$ cat src/rtl/core/s5x_pkg.sv
// ----------------------------------------------------------------------------
// s5x_pkg: shared types and constants of the S5 sleep-type extractor
// Byte and result layouts, parse phases, AML codes and queue sizing.
// ----------------------------------------------------------------------------
`default_nettype none

package s5x_pkg;

  // AML codes of interest
  localparam logic [31:0] NAME_S5     = 32'h5F53_355F;  // "_S5_", oldest byte high
  localparam logic [7:0]  NAME_OP     = 8'h08;
  localparam logic [7:0]  PACKAGE_OP  = 8'h12;
  localparam logic [7:0]  BYTE_PREFIX = 8'h0A;
  localparam logic [7:0]  ROOT_CHAR   = 8'h5C;
  localparam int unsigned SLP_SHIFT   = 10;

  // Window of previous bytes kept by the parser (newest low)
  localparam int unsigned WIN_BYTES = 5;
  localparam int unsigned WIN_W     = 8 * WIN_BYTES;

  // Result queue between front and back
  localparam int unsigned QDEPTH = 2;
  localparam int unsigned QPTR_W = (QDEPTH > 1) ? $clog2(QDEPTH) : 1;
  localparam int unsigned QCNT_W = $clog2(QDEPTH + 1);

  typedef enum logic [1:0] {
    ST_OK     = 2'd0,
    ST_ABSENT = 2'd1,
    ST_STRUCT = 2'd2,
    ST_TRUNC  = 2'd3
  } status_t;

  typedef enum logic [7:0] {
    PH_SEARCH = 8'b0000_0001,
    PH_PKG_OP = 8'b0000_0010,
    PH_PKGLEN = 8'b0000_0100,
    PH_SKIP   = 8'b0000_1000,
    PH_A_PRE  = 8'b0001_0000,
    PH_A      = 8'b0010_0000,
    PH_B_PRE  = 8'b0100_0000,
    PH_B      = 8'b1000_0000
  } phase_t;

  typedef struct packed {
    logic [7:0] data_byte;
    logic       last_byte;
  } s5x_in_t;

  typedef struct packed {
    logic [1:0]  status;
    logic [7:0]  sleep_type_a;
    logic [7:0]  sleep_type_b;
    logic [15:0] pm1_value_a;
    logic [15:0] pm1_value_b;
  } s5x_out_t;

  // Decided outcome handed from the parser to the back end
  typedef struct packed {
    status_t    status;
    logic [7:0] type_a;
    logic [7:0] type_b;
  } s5x_rec_t;

endpackage

`default_nettype wire

$ cat src/rtl/core/acpi_s5_sleep_type_extractor.sv
// ----------------------------------------------------------------------------
// acpi_s5_sleep_type_extractor: DSDT _S5_ sleep-type parser
// Scans a DSDT body byte stream for the _S5_ package and reports its two
// sleep-type values, one result per table.
//
//   channel  | direction | payload    | beat
//   ---------+-----------+------------+----------------------------------
//   item     | in        | s5x_in_t   | one table byte, last_byte on end
//   result   | out       | s5x_out_t  | one outcome per table
//
// One byte is taken every cycle while the queue has room; the parser decides
// each byte combinationally. A result passes the queue, then the output
// register. Synchronous reset clears parser, queue and output valid.
// A stalled result fills the two-entry queue; only then is item_ready low.
// ----------------------------------------------------------------------------
`default_nettype none

module acpi_s5_sleep_type_extractor
  import s5x_pkg::*;
(
  input  wire logic     clk,
  input  wire logic     rst,
  input  wire logic     item_valid,
  output logic          item_ready,
  input  wire s5x_in_t  item,
  output logic          result_valid,
  input  wire logic     result_ready,
  output s5x_out_t      result
);

  logic     push;
  s5x_rec_t push_rec;
  logic     not_full;
  logic     rec_valid;
  s5x_rec_t rec;
  logic     pop;

  s5x_front u_front (
    .clk         (clk),
    .rst         (rst),
    .item_valid  (item_valid),
    .item_ready  (item_ready),
    .item        (item),
    .push        (push),
    .rec         (push_rec),
    .queue_ready (not_full)
  );

  s5x_queue u_queue (
    .clk       (clk),
    .rst       (rst),
    .push      (push),
    .push_rec  (push_rec),
    .not_full  (not_full),
    .pop_valid (rec_valid),
    .pop_rec   (rec),
    .pop       (pop)
  );

  s5x_back u_back (
    .clk          (clk),
    .rst          (rst),
    .rec_valid    (rec_valid),
    .rec          (rec),
    .pop          (pop),
    .result_valid (result_valid),
    .result_ready (result_ready),
    .result       (result)
  );

endmodule

`default_nettype wire

$ cat src/rtl/core/s5x_front.sv
// ----------------------------------------------------------------------------
// s5x_front: byte parser
// Shifts each table byte into a window, walks the _S5_ package phases and
// posts at most one outcome record per table into the result queue.
// ----------------------------------------------------------------------------
`default_nettype none

module s5x_front
  import s5x_pkg::*;
(
  input  wire logic     clk,
  input  wire logic     rst,
  input  wire logic     item_valid,
  output logic          item_ready,
  input  wire s5x_in_t  item,
  output logic          push,
  output s5x_rec_t      rec,
  input  wire logic     queue_ready
);

  logic [WIN_W-1:0] win;
  phase_t           phase;
  logic [2:0]       skip_count;
  logic [7:0]       type_a;
  logic             sent;

  phase_t           phase_next;
  logic [2:0]       skip_count_next;
  logic [7:0]       type_a_next;
  logic [WIN_W+7:0] w;
  logic [7:0]       b;
  logic [7:0]       p1;
  logic [7:0]       p2;
  logic             emit;
  logic             accept;

  // Take a beat whenever the queue has room for its possible result
  assign item_ready = queue_ready;
  assign accept     = item_valid && queue_ready;
  assign b          = item.data_byte;
  assign w          = {win, b};
  assign p1         = w[39:32];
  assign p2         = w[47:40];

  // Decode the current byte against the parse phase
  always_comb begin
    phase_next      = phase;
    skip_count_next = skip_count;
    type_a_next     = type_a;
    emit            = 1'b0;
    rec.status      = ST_OK;
    rec.type_a      = 8'h00;
    rec.type_b      = 8'h00;
    if (!sent) begin
      unique case (phase)
        PH_SEARCH: begin
          if (w[31:0] == NAME_S5) begin
            if (p1 == NAME_OP || (p2 == NAME_OP && p1 == ROOT_CHAR)) begin
              phase_next = PH_PKG_OP;
            end else begin
              emit       = 1'b1;
              rec.status = ST_STRUCT;
            end
          end
        end
        PH_PKG_OP: begin
          if (b == PACKAGE_OP) begin
            phase_next = PH_PKGLEN;
          end else begin
            emit       = 1'b1;
            rec.status = ST_STRUCT;
          end
        end
        PH_PKGLEN: begin
          skip_count_next = {1'b0, b[7:6]} + 3'd1;
          phase_next      = PH_SKIP;
        end
        PH_SKIP: begin
          skip_count_next = skip_count - 3'd1;
          if (skip_count_next == 3'd0) begin
            phase_next = PH_A_PRE;
          end
        end
        PH_A_PRE: begin
          if (b == BYTE_PREFIX) begin
            phase_next = PH_A;
          end else begin
            type_a_next = b;
            phase_next  = PH_B_PRE;
          end
        end
        PH_A: begin
          type_a_next = b;
          phase_next  = PH_B_PRE;
        end
        PH_B_PRE: begin
          if (b == BYTE_PREFIX) begin
            phase_next = PH_B;
          end else begin
            emit       = 1'b1;
            rec.status = ST_OK;
            rec.type_a = type_a;
            rec.type_b = b;
          end
        end
        PH_B: begin
          emit       = 1'b1;
          rec.status = ST_OK;
          rec.type_a = type_a;
          rec.type_b = b;
        end
        default: begin
          phase_next = PH_SEARCH;
        end
      endcase
    end
    // Close out a table that ends without a decided outcome
    if (item.last_byte && !sent && !emit) begin
      emit       = 1'b1;
      rec.status = (phase_next == PH_SEARCH) ? ST_ABSENT : ST_TRUNC;
      rec.type_a = 8'h00;
      rec.type_b = 8'h00;
    end
  end

  assign push = accept && emit;

  // Advance parser state; the last byte clears it for the next table
  always_ff @(posedge clk) begin
    if (rst) begin
      win        <= '0;
      phase      <= PH_SEARCH;
      skip_count <= 3'd0;
      type_a     <= 8'h00;
      sent       <= 1'b0;
    end else if (accept) begin
      if (item.last_byte) begin
        win        <= '0;
        phase      <= PH_SEARCH;
        skip_count <= 3'd0;
        type_a     <= 8'h00;
        sent       <= 1'b0;
      end else if (!sent) begin
        win        <= w[WIN_W-1:0];
        phase      <= phase_next;
        skip_count <= skip_count_next;
        type_a     <= type_a_next;
        sent       <= emit;
      end
    end
  end

  a_push_on_accept: assert property (@(posedge clk) disable iff (rst)
    push |-> (item_valid && item_ready))
    else $error("result posted without an accepted beat");

  a_one_per_table: assert property (@(posedge clk) disable iff (rst)
    (accept && sent && !item.last_byte) |-> !push)
    else $error("second result posted for one table");

  a_sent_after_push: assert property (@(posedge clk) disable iff (rst)
    (push && !item.last_byte) |=> sent)
    else $error("result flag not set after posting");

  a_clear_on_last: assert property (@(posedge clk) disable iff (rst)
    (accept && item.last_byte) |=> (phase == PH_SEARCH && !sent && win == '0))
    else $error("parser state not cleared at end of table");

endmodule

`default_nettype wire

$ cat src/rtl/core/s5x_queue.sv
// ----------------------------------------------------------------------------
// s5x_queue: result queue
// Small FIFO of outcome records that lets parser and output stall apart.
// ----------------------------------------------------------------------------
`default_nettype none

module s5x_queue
  import s5x_pkg::*;
(
  input  wire logic     clk,
  input  wire logic     rst,
  input  wire logic     push,
  input  wire s5x_rec_t push_rec,
  output logic          not_full,
  output logic          pop_valid,
  output s5x_rec_t      pop_rec,
  input  wire logic     pop
);

  s5x_rec_t            entries [QDEPTH];
  logic [QPTR_W-1:0]   wr_ptr;
  logic [QPTR_W-1:0]   rd_ptr;
  logic [QCNT_W-1:0]   count;
  logic                do_push;
  logic                do_pop;

  assign not_full  = (count != QCNT_W'(QDEPTH));
  assign pop_valid = (count != '0);
  assign pop_rec   = entries[rd_ptr];
  assign do_push   = push && not_full;
  assign do_pop    = pop && pop_valid;

  // Store records at the write pointer
  always_ff @(posedge clk) begin
    if (do_push) begin
      entries[wr_ptr] <= push_rec;
    end
  end

  // Advance pointers and occupancy
  always_ff @(posedge clk) begin
    if (rst) begin
      wr_ptr <= '0;
      rd_ptr <= '0;
      count  <= '0;
    end else begin
      if (do_push) begin
        wr_ptr <= (wr_ptr == QPTR_W'(QDEPTH - 1)) ? '0 : wr_ptr + 1'b1;
      end
      if (do_pop) begin
        rd_ptr <= (rd_ptr == QPTR_W'(QDEPTH - 1)) ? '0 : rd_ptr + 1'b1;
      end
      if (do_push && !do_pop) begin
        count <= count + 1'b1;
      end else if (do_pop && !do_push) begin
        count <= count - 1'b1;
      end
    end
  end

endmodule

`default_nettype wire

$ cat src/rtl/core/s5x_back.sv
// ----------------------------------------------------------------------------
// s5x_back: result formatter
// Pulls outcome records from the queue, forms the PM1 control values and
// holds the finished result in the output register.
// ----------------------------------------------------------------------------
`default_nettype none

module s5x_back
  import s5x_pkg::*;
(
  input  wire logic     clk,
  input  wire logic     rst,
  input  wire logic     rec_valid,
  input  wire s5x_rec_t rec,
  output logic          pop,
  output logic          result_valid,
  input  wire logic     result_ready,
  output s5x_out_t      result
);

  s5x_out_t result_next;

  // Load when the output register is empty or being drained
  assign pop = rec_valid && (!result_valid || result_ready);

  always_comb begin
    result_next.status       = rec.status;
    result_next.sleep_type_a = rec.type_a;
    result_next.sleep_type_b = rec.type_b;
    result_next.pm1_value_a  = {rec.type_a[5:0], 10'b0};
    result_next.pm1_value_b  = {rec.type_b[5:0], 10'b0};
  end

  always_ff @(posedge clk) begin
    if (rst) begin
      result_valid <= 1'b0;
    end else if (pop) begin
      result_valid <= 1'b1;
    end else if (result_ready) begin
      result_valid <= 1'b0;
    end
  end

  always_ff @(posedge clk) begin
    if (pop) begin
      result <= result_next;
    end
  end

endmodule

`default_nettype wire

$ cat config.mk
export PLATFORM = sky130hd
export DESIGN_NAME = acpi_s5_sleep_type_extractor
export DESIGN_NICKNAME = d
export VERILOG_FILES = /design/src/rtl/core/s5x_pkg.sv /design/src/rtl/core/acpi_s5_sleep_type_extractor.sv /design/src/rtl/core/s5x_front.sv /design/src/rtl/core/s5x_queue.sv /design/src/rtl/core/s5x_back.sv
export SDC_FILE = /design/constraint.sdc
export NUM_CORES = 1
export LEC_CHECK = 0
export BUFFER_PORTS_ARGS = -buffer_cell sky130_fd_sc_hd__clkbuf_2
export CORE_MARGIN = 2
export CORE_UTILIZATION = 58
export CTS_BUF_LIST = sky130_fd_sc_hd__clkbuf_8 sky130_fd_sc_hd__clkbuf_16
export CTS_CLUSTER_SIZE = 24
export DETAILED_ROUTE_END_ITERATION = 6
export HOLD_SLACK_MARGIN = 0.15
export MAX_ROUTING_LAYER = met4
export PLACE_DENSITY = 0.84
export SLEW_MARGIN = 20
export SYNTH_ARGS = -nofsm -noshare
export SYNTH_HDL_FRONTEND = slang
export SYNTH_SLANG_ARGS = --single-unit
$ cat constraint.sdc
create_clock -name clk -period 4.3 [get_ports clk]
set_input_delay 0.86 -clock clk [delete_from_list [all_inputs] [get_ports clk]]
set_output_delay 0.86 -clock clk [all_outputs]
set_load 0.02 [all_outputs]
==> impl_metrics.csv, run 1 <==
group,metric,value,unit
clocking,h-tree-depth,4,
job,cap_violations,0,
timing,fin_crit_sh,0.701,
floorplan,start_util,0.603,
worst_hold_path,worstHoldStart,"u_front.skip_count[1]$_SDFFE_PP0P_",
setup_path,setup.worst_path.end_class,"flip-flop",
grt,grt_pass1_wl,16300,um
logic_synthesis,netlist_instances,476,
logic_synthesis,synth-main-ff-cell,"dfxtp_1",
routing,drc_errors,0,
timing,skew,8.06,ps
floorplan,die_area,0.00989,mm2
logic_synthesis,synth_edf_count,54,
logic_synthesis,yosysWarningCount,0,
status,status,"finished, final reports clean",
placement,pre_cts_ws,773,ps
timing,worst_slew_pin_slew,1010,ps
placement,io_buffer_count,44,
setup_path,cp.arrival,3460,ps
grt,gr-total-overflow,0,
logic_synthesis,ys_seq_elements,120,
timing,finalSetupViolCount,0,
logic_synthesis,syn_area,0.00528,mm2
clocking,ctsResizeCount,0,
grt,track_usage,0.219,
layout,fin_area,0.00598,mm2
power,power_density,561,mW/mm2
logic_synthesis,ys_seq_area_frac,0.557,
floorplan,io_pins,65,
setup_path,start_kind,"input port",
routing,drtIter0Drc,334,
routing,wl_per_cell,16.5,um
floorplan,die_x,99.4,um
setup_path,cp_max_fo,4,
placement,dpl_cell_area,0.00541,mm2
setup_path,timing.rr.start,"u_front.phase[4]$_SDFFE_PP0P_",
clocking,cts_max_path_buffers,2,
clocking,cts_tree,"yes",
timing,maxSlewViolCount,0,
worst_hold_path,hp-class,"reg -> reg",
setup_path,crit_required,4750,ps
layout,antenna_cells,0,
clocking,hold_buffers,0,
timing,min_period,3020,ps
timing,tns,0,ps
clocking,clkTransAtPathRegs,60,ps
layout,area_growth,13.1,%
setup_path,crit_start,"item[8]",
layout,drive_gt1_frac,0.229,
logic_synthesis,synth-async-reset-ratio,0,
clocking,postCtsSetupBuffers,0,
logic_synthesis,syn-mean-instance-area,11.1,um2
placement,dpl.hpwl,6760,um
grt,grt_max_degree,39,
logic_synthesis,ys_types,64,
timing,clock.fmax,332,MHz
floorplan,core,0.00876,mm2
routing,routed_wl,10300,um
timing,finalHoldViolCount,0,
routing,ant_nets,0,
floorplan,die_h,99.4,um
routing,num_vias,3657,
timing,grt_setup_unrepaired,"false",
power,leakage,2.26,nW
layout,finalNetCount,522,
grt,grt_pass1_vias,3340,
placement,place.gp.congestion,0.898,
timing,fin_ws,1280,ps
power,ir_worst_vdd,0.000329,V
clocking,clk_latency,520,ps
routing,drt-pass1-iter-count,6,
clocking,cts_root_buf,"clkbuf_8",
routing,post_drt_via_cell_ratio,5.86,
setup_path,crit_type,"in -> reg",
timing,timing.hold.ws,455,ps
floorplan,row_count,34,
grt,antenna_found_initial,0,
clocking,cts.sink_count,120,
timing,relSlewSlack,0.330,
clocking,cts_buffers,17,
worst max-delay path, cell delays in order:
cell and delay, ps:
clkbuf_2 120, inv_1 110, ha_1 170, nand4_1 90
or4_1 540, or3_4 370, o211ai_2 230, o211a_4 220
ha_1 260, or3_1 370, a21oi_1 140
final timing paths:
check	endpoint	slack, ps	cells after the start
max	u_queue.count[1]$_SDFFE_PP0P_	1280	11
min	u_front.skip_count[1]$_SDFFE_PP0P_	460	2
max reg2reg	u_queue.count[1]$_SDFFE_PP0P_	1460	8
min reg2reg	u_front.skip_count[1]$_SDFFE_PP0P_	460	2
registers in the layout, indices dropped and copies added (netlist names), named ones only:
signal and count:
u_back.result 18, u_back.result_valid 1, u_front.phase 8, u_front.sent 1, u_front.skip_count 3, u_front.type_a 8
u_front.win 40, u_queue.count 2, u_queue.entries 36, u_queue.rd_ptr 1, u_queue.wr_ptr 1
cell usage in the layout, fill, tap and decap left out, drive strengths merged, types with 6 or more instances in the layout:
| cell type | instances |
|---|---|
| nor2 | 71 |
| dfxtp | 66 |
| clkbuf | 61 |
| edfxtp | 54 |
| a22oi | 50 |
| conb | 20 |
| mux2 | 19 |
| inv | 16 |
| a21oi | 14 |
| and2 | 12 |
| o21ai | 11 |
| nand2 | 9 |
| and3 | 8 |
| nor3 | 8 |
| ha | 6 |
| nor4 | 6 |
Yosys cell counts (2+ instances only):
| cell type | n | area share |
|---|---|---|
| nor4b_1 | 3 | 0.0050 |
| nand2_1 | 9 | 0.0064 |
| or4_1 | 4 | 0.0057 |
| nor2_1 | 71 | 0.050 |
| mux2_2 | 18 | 0.038 |
| nand3_1 | 5 | 0.0047 |
| nor3_2 | 3 | 0.0057 |
| nor3_1 | 5 | 0.0047 |
| buf_2 | 4 | 0.0038 |
| dfxtp_1 | 66 | 0.25 |
| nand4_1 | 3 | 0.0036 |
| xnor2_1 | 3 | 0.0050 |
| nor2b_1 | 5 | 0.0059 |
| edfxtp_1 | 54 | 0.31 |
| buf_1 | 3 | 0.0021 |
| a31oi_1 | 2 | 0.0024 |
| nand4b_1 | 3 | 0.0050 |
| and3_1 | 8 | 0.0095 |
| a21oi_1 | 14 | 0.013 |
| and2_1 | 12 | 0.014 |
| ha_1 | 6 | 0.014 |
| nor4bb_1 | 2 | 0.0038 |
| o21ai_0 | 7 | 0.0066 |
| inv_1 | 7 | 0.0050 |
| nor4_1 | 5 | 0.0059 |
| or3_4 | 2 | 0.0043 |
| or3_1 | 3 | 0.0036 |
| nor3b_1 | 3 | 0.0043 |
| clkbuf_1 | 21 | 0.015 |
| nand2b_1 | 5 | 0.0059 |
| o21ai_1 | 3 | 0.0028 |
| xor2_1 | 5 | 0.0083 |
| buf_4 | 32 | 0.045 |
| a22oi_1 | 50 | 0.071 |
per-layer routing:
metal | vias to the layer above | global-route usage | part of all wire
li1 | 1755 | - | -
met2 | 141 | 0.358 | 0.49
met4 | 0 | 0.0811 | 0.026
met3 | 23 | 0.0604 | 0.061
met5 | - | - | 0
met1 | 1738 | 0.259 | 0.42
cell families after synthesis:
family,share of synthesized area
other cells,0.000710
xor+xnor,0.0133
compound gates,0.129
buf+inv,0.0713
mux,0.0412
fa+ha+maj,0.0142
flops,0.557
simple gates,0.173
area by class of cell:
class / instances / area (um2)
flip-flops and latches: 120 / 2940
fillers: 636 / 2790
multi-input cells: 308 / 2040
clock buffers: 17 / 414
repair buffers: 49 / 258
clock inverters: 15 / 156
well taps: 108 / 135
inverters: 7 / 26.3
where the power goes:
group / internal (mW) / switching, mW / total [mW]
combinational: 0.191 / 0.392 / 0.583
clock: 0.789 / 0.556 / 1.34
sequential: 1.35 / 0.0729 / 1.42
total: 2.33 / 1.02 / 3.35
per-stage QoR:
| step | total power [mW] | utilization | instances |
|---|---|---|---|
| 6_report | 3.35 | 0.682 | 624 |
| 5_1_grt | 3.47 | 0.682 | 624 |
| 4_1_cts | 3.37 | 0.682 | 624 |
| 3_5_place_dp | 2.03 | 0.617 | 592 |
| 3_3_place_gp | 2.01 | 0.617 | 592 |
| 2_1_floorplan | 1.92 | - | 495 |
Power figures use the tool's default switching activity.
==> run 2, diff against run 1 <==
==> constraint.sdc (replaced) <==
create_clock -name clk -period 3.05 [get_ports clk]
set_input_delay 0.61 -clock clk [delete_from_list [all_inputs] [get_ports clk]]
set_output_delay 0.61 -clock clk [all_outputs]
set_load 0.02 [all_outputs]
==> run 2 against run 1 <==
  * Flip-flop and latch count stayed put
  * Clock skew up 2.6 ps
  * Non-clock buffer count rose by 15
  * Die area unchanged
  * Final cell count increased by 2.4%
  * Clock power up 40%
  * Register-to-register slack got worse by 1100 ps
  * Total power rose by 41%
  * Sequential power grew 42%
  * Utilization increased by 1.6 points
  * Cell area increased by 2.4%
  * Count of clock-buffer cells in the layout is the same
  * Critical endpoint unchanged
  * Largest cell class unchanged
==> impl_metrics.csv, run 2 (same netlist as run 1, synthesis figures left out) <==
group,metric,value,unit
status,status,"finished, final reports clean",
timing,fin_crit_sh,0.877,
routing,num_vias,3789,
power,total_power,4.73,mW
layout,drive_gt1_frac,0.252,
timing,worst_slew_pin_slew,786,ps
placement,placed_cells,607,
clocking,cts_tree,"yes",
setup_path,cp.arrival,3120,ps
routing,ant_nets,0,
power,ir_worst_vdd,0.000474,V
clocking,clkTransAtPathRegs,60,ps
layout,mostFrequentLayoutCells,"nor2_1 (71), dfxtp_1 (66), edfxtp_1 (54)",
timing,skew,10.7,ps
setup_path,path_cells,"nand4b_1 > or4_1 > or3_4 > o211ai_2 > o211a_4 > ha_1 > or3_1 > a21oi_1",
layout,finalNonFillerCells,639,
layout,top_register,"u_front.win",
timing,maxSlewViolCount,0,
clocking,cts_root_buf,"clkbuf_8",
job,cap_violations,0,
power,power_density,772,mW/mm2
clocking,hold_buffers,0,
floorplan,start_util,0.603,
clocking,cts.sink_count,120,
placement,place.gp.congestion,0.870,
grt,grt_pass1_vias,3503,
timing,relSlewSlack,0.475,
clocking,ctsResizeCount,0,
setup_path,slowest_delay,590,ps
floorplan,die_area,0.00989,mm2
setup_path,crit_required,3490,ps
clocking,cts_buffers,17,
setup_path,start_kind,"flip-flop",
setup_path,crit_type,"reg -> reg",
layout,mostFrequentLayoutCell,"nor2_1",
layout,largest_reg_flops,40,
timing,clock.fmax,374,MHz
clocking,cts_max_path_buffers,2,
floorplan,core,0.00876,mm2
clocking,clk_latency,520,ps
timing,finalSetupViolCount,0,
routing,wl_per_cell,17.1,um
placement,io_buffer_count,44,
timing,grt_setup_unrepaired,"false",
layout,largestRegisters,"u_front.win x40, u_queue.entries x36, u_back.result x18",
timing,min_period,2680,ps
layout,antenna_cells,0,
grt,track_usage,0.230,
setup_path,crit_buf_inv,0,
routing,drc_errors,0,
worst_hold_path,hp-class,"in -> reg",
grt,antenna_found_initial,0,
floorplan,die_h,99.4,um
floorplan,die_x,99.4,um
placement,dpl.hpwl,6970,um
grt,grt_max_degree,49,
clocking,postCtsSetupBuffers,0,
routing,drt-pass1-iter-count,6,
floorplan,io_pins,65,
routing,drtIter0Drc,402,
layout,finalNetCount,537,
routing,routed_wl,10900,um
clocking,h-tree-depth,4,
grt,gr-total-overflow,0,
power,leakage,2.34,nW
setup_path,crit_path_top_delay_cell,"or4_1",
setup_path,cp_top_family,"simple AND/OR/NAND/NOR gates",
routing,post_drt_via_cell_ratio,5.93,
layout,area_growth,15.8,%
setup_path,cp_max_fo,3,
floorplan,row_count,34,
grt,grt_pass1_wl,17300,um
timing,finalHoldViolCount,0,
setup_path,setup.worst_path.end_class,"flip-flop",
-- run 2: cell types whose count changed in the layout (fill, tap and decap cells not counted), moves of 2 or more --
| cell | delta |
|---|---|
| buf_12 | +2 |
| buf_4 | +13 |
| clkinv_8 | +2 |
| inv_6 | -2 |
-- run 2: through the flow --
| stage | cell area, um2 | setup WS, ps | util | TNS, ps | hold slack [ps] |
|---|---|---|---|---|---|
| global placement | 5550 | 9.24 | 0.633 | 0 | 441 |
| global route | 6120 | 270 | 0.698 | 0 | 417 |
| detailed placement | 5550 | -52.0 | 0.633 | -558 | 472 |
| CTS | 6120 | 379 | 0.698 | 0 | 380 |
| floorplan | 5360 | 39.7 | - | 0 | 432 |
| finish | 6120 | 374 | 0.698 | 0 | 383 |
-- run 2: path summary, 6_finish.rpt --
path / cells after the start / slack, ps / from / to
worst max register to register: 8 / 370 / u_front.win[20]$_SDFFE_PP0P_ / u_queue.count[1]$_SDFFE_PP0P_
worst max-delay path: 8 / 370 / u_front.win[20]$_SDFFE_PP0P_ / u_queue.count[1]$_SDFFE_PP0P_
worst min-delay path: 3 / 380 / result_ready / u_back.result_valid$_SDFFE_PP0P_
worst min register to register: 2 / 470 / u_front.skip_count[1]$_SDFFE_PP0P_ / u_front.skip_count[1]$_SDFFE_PP0P_
-- run 2: power breakdown --
group          switching, mW  total (mW)  internal, mW  leakage (nW)
sequential             0.105        2.01          1.90          1.04
combinational          0.555       0.845         0.290          1.03
clock                  0.827        1.87          1.05         0.273
total                   1.49        4.73          3.24          2.34
-- run 2: worst reg2reg max path: stages (launching register included) --
cell and delay [ps]:
dfxtp_1 380, nand4b_1 160, or4_1 590, or3_4 360, o211ai_2 210, o211a_4 190
ha_1 230, or3_1 350, a21oi_1 130
-- run 2: final cells by class --
class | instances | area, um2
tap | 108 | 135
multi-input combinational | 308 | 2050
timing repair buffer | 64 | 395
clock inverter | 15 | 154
inverter | 7 | 26.3
clock buffer | 17 | 414
fill | 601 | 2640
sequential | 120 | 2940
-- run 2: layer usage --
layer,wire length (um),track usage
met3,667,0.0492
met5,0,-
met4,289,0.0780
met1,4440,0.280
met2,5530,0.385
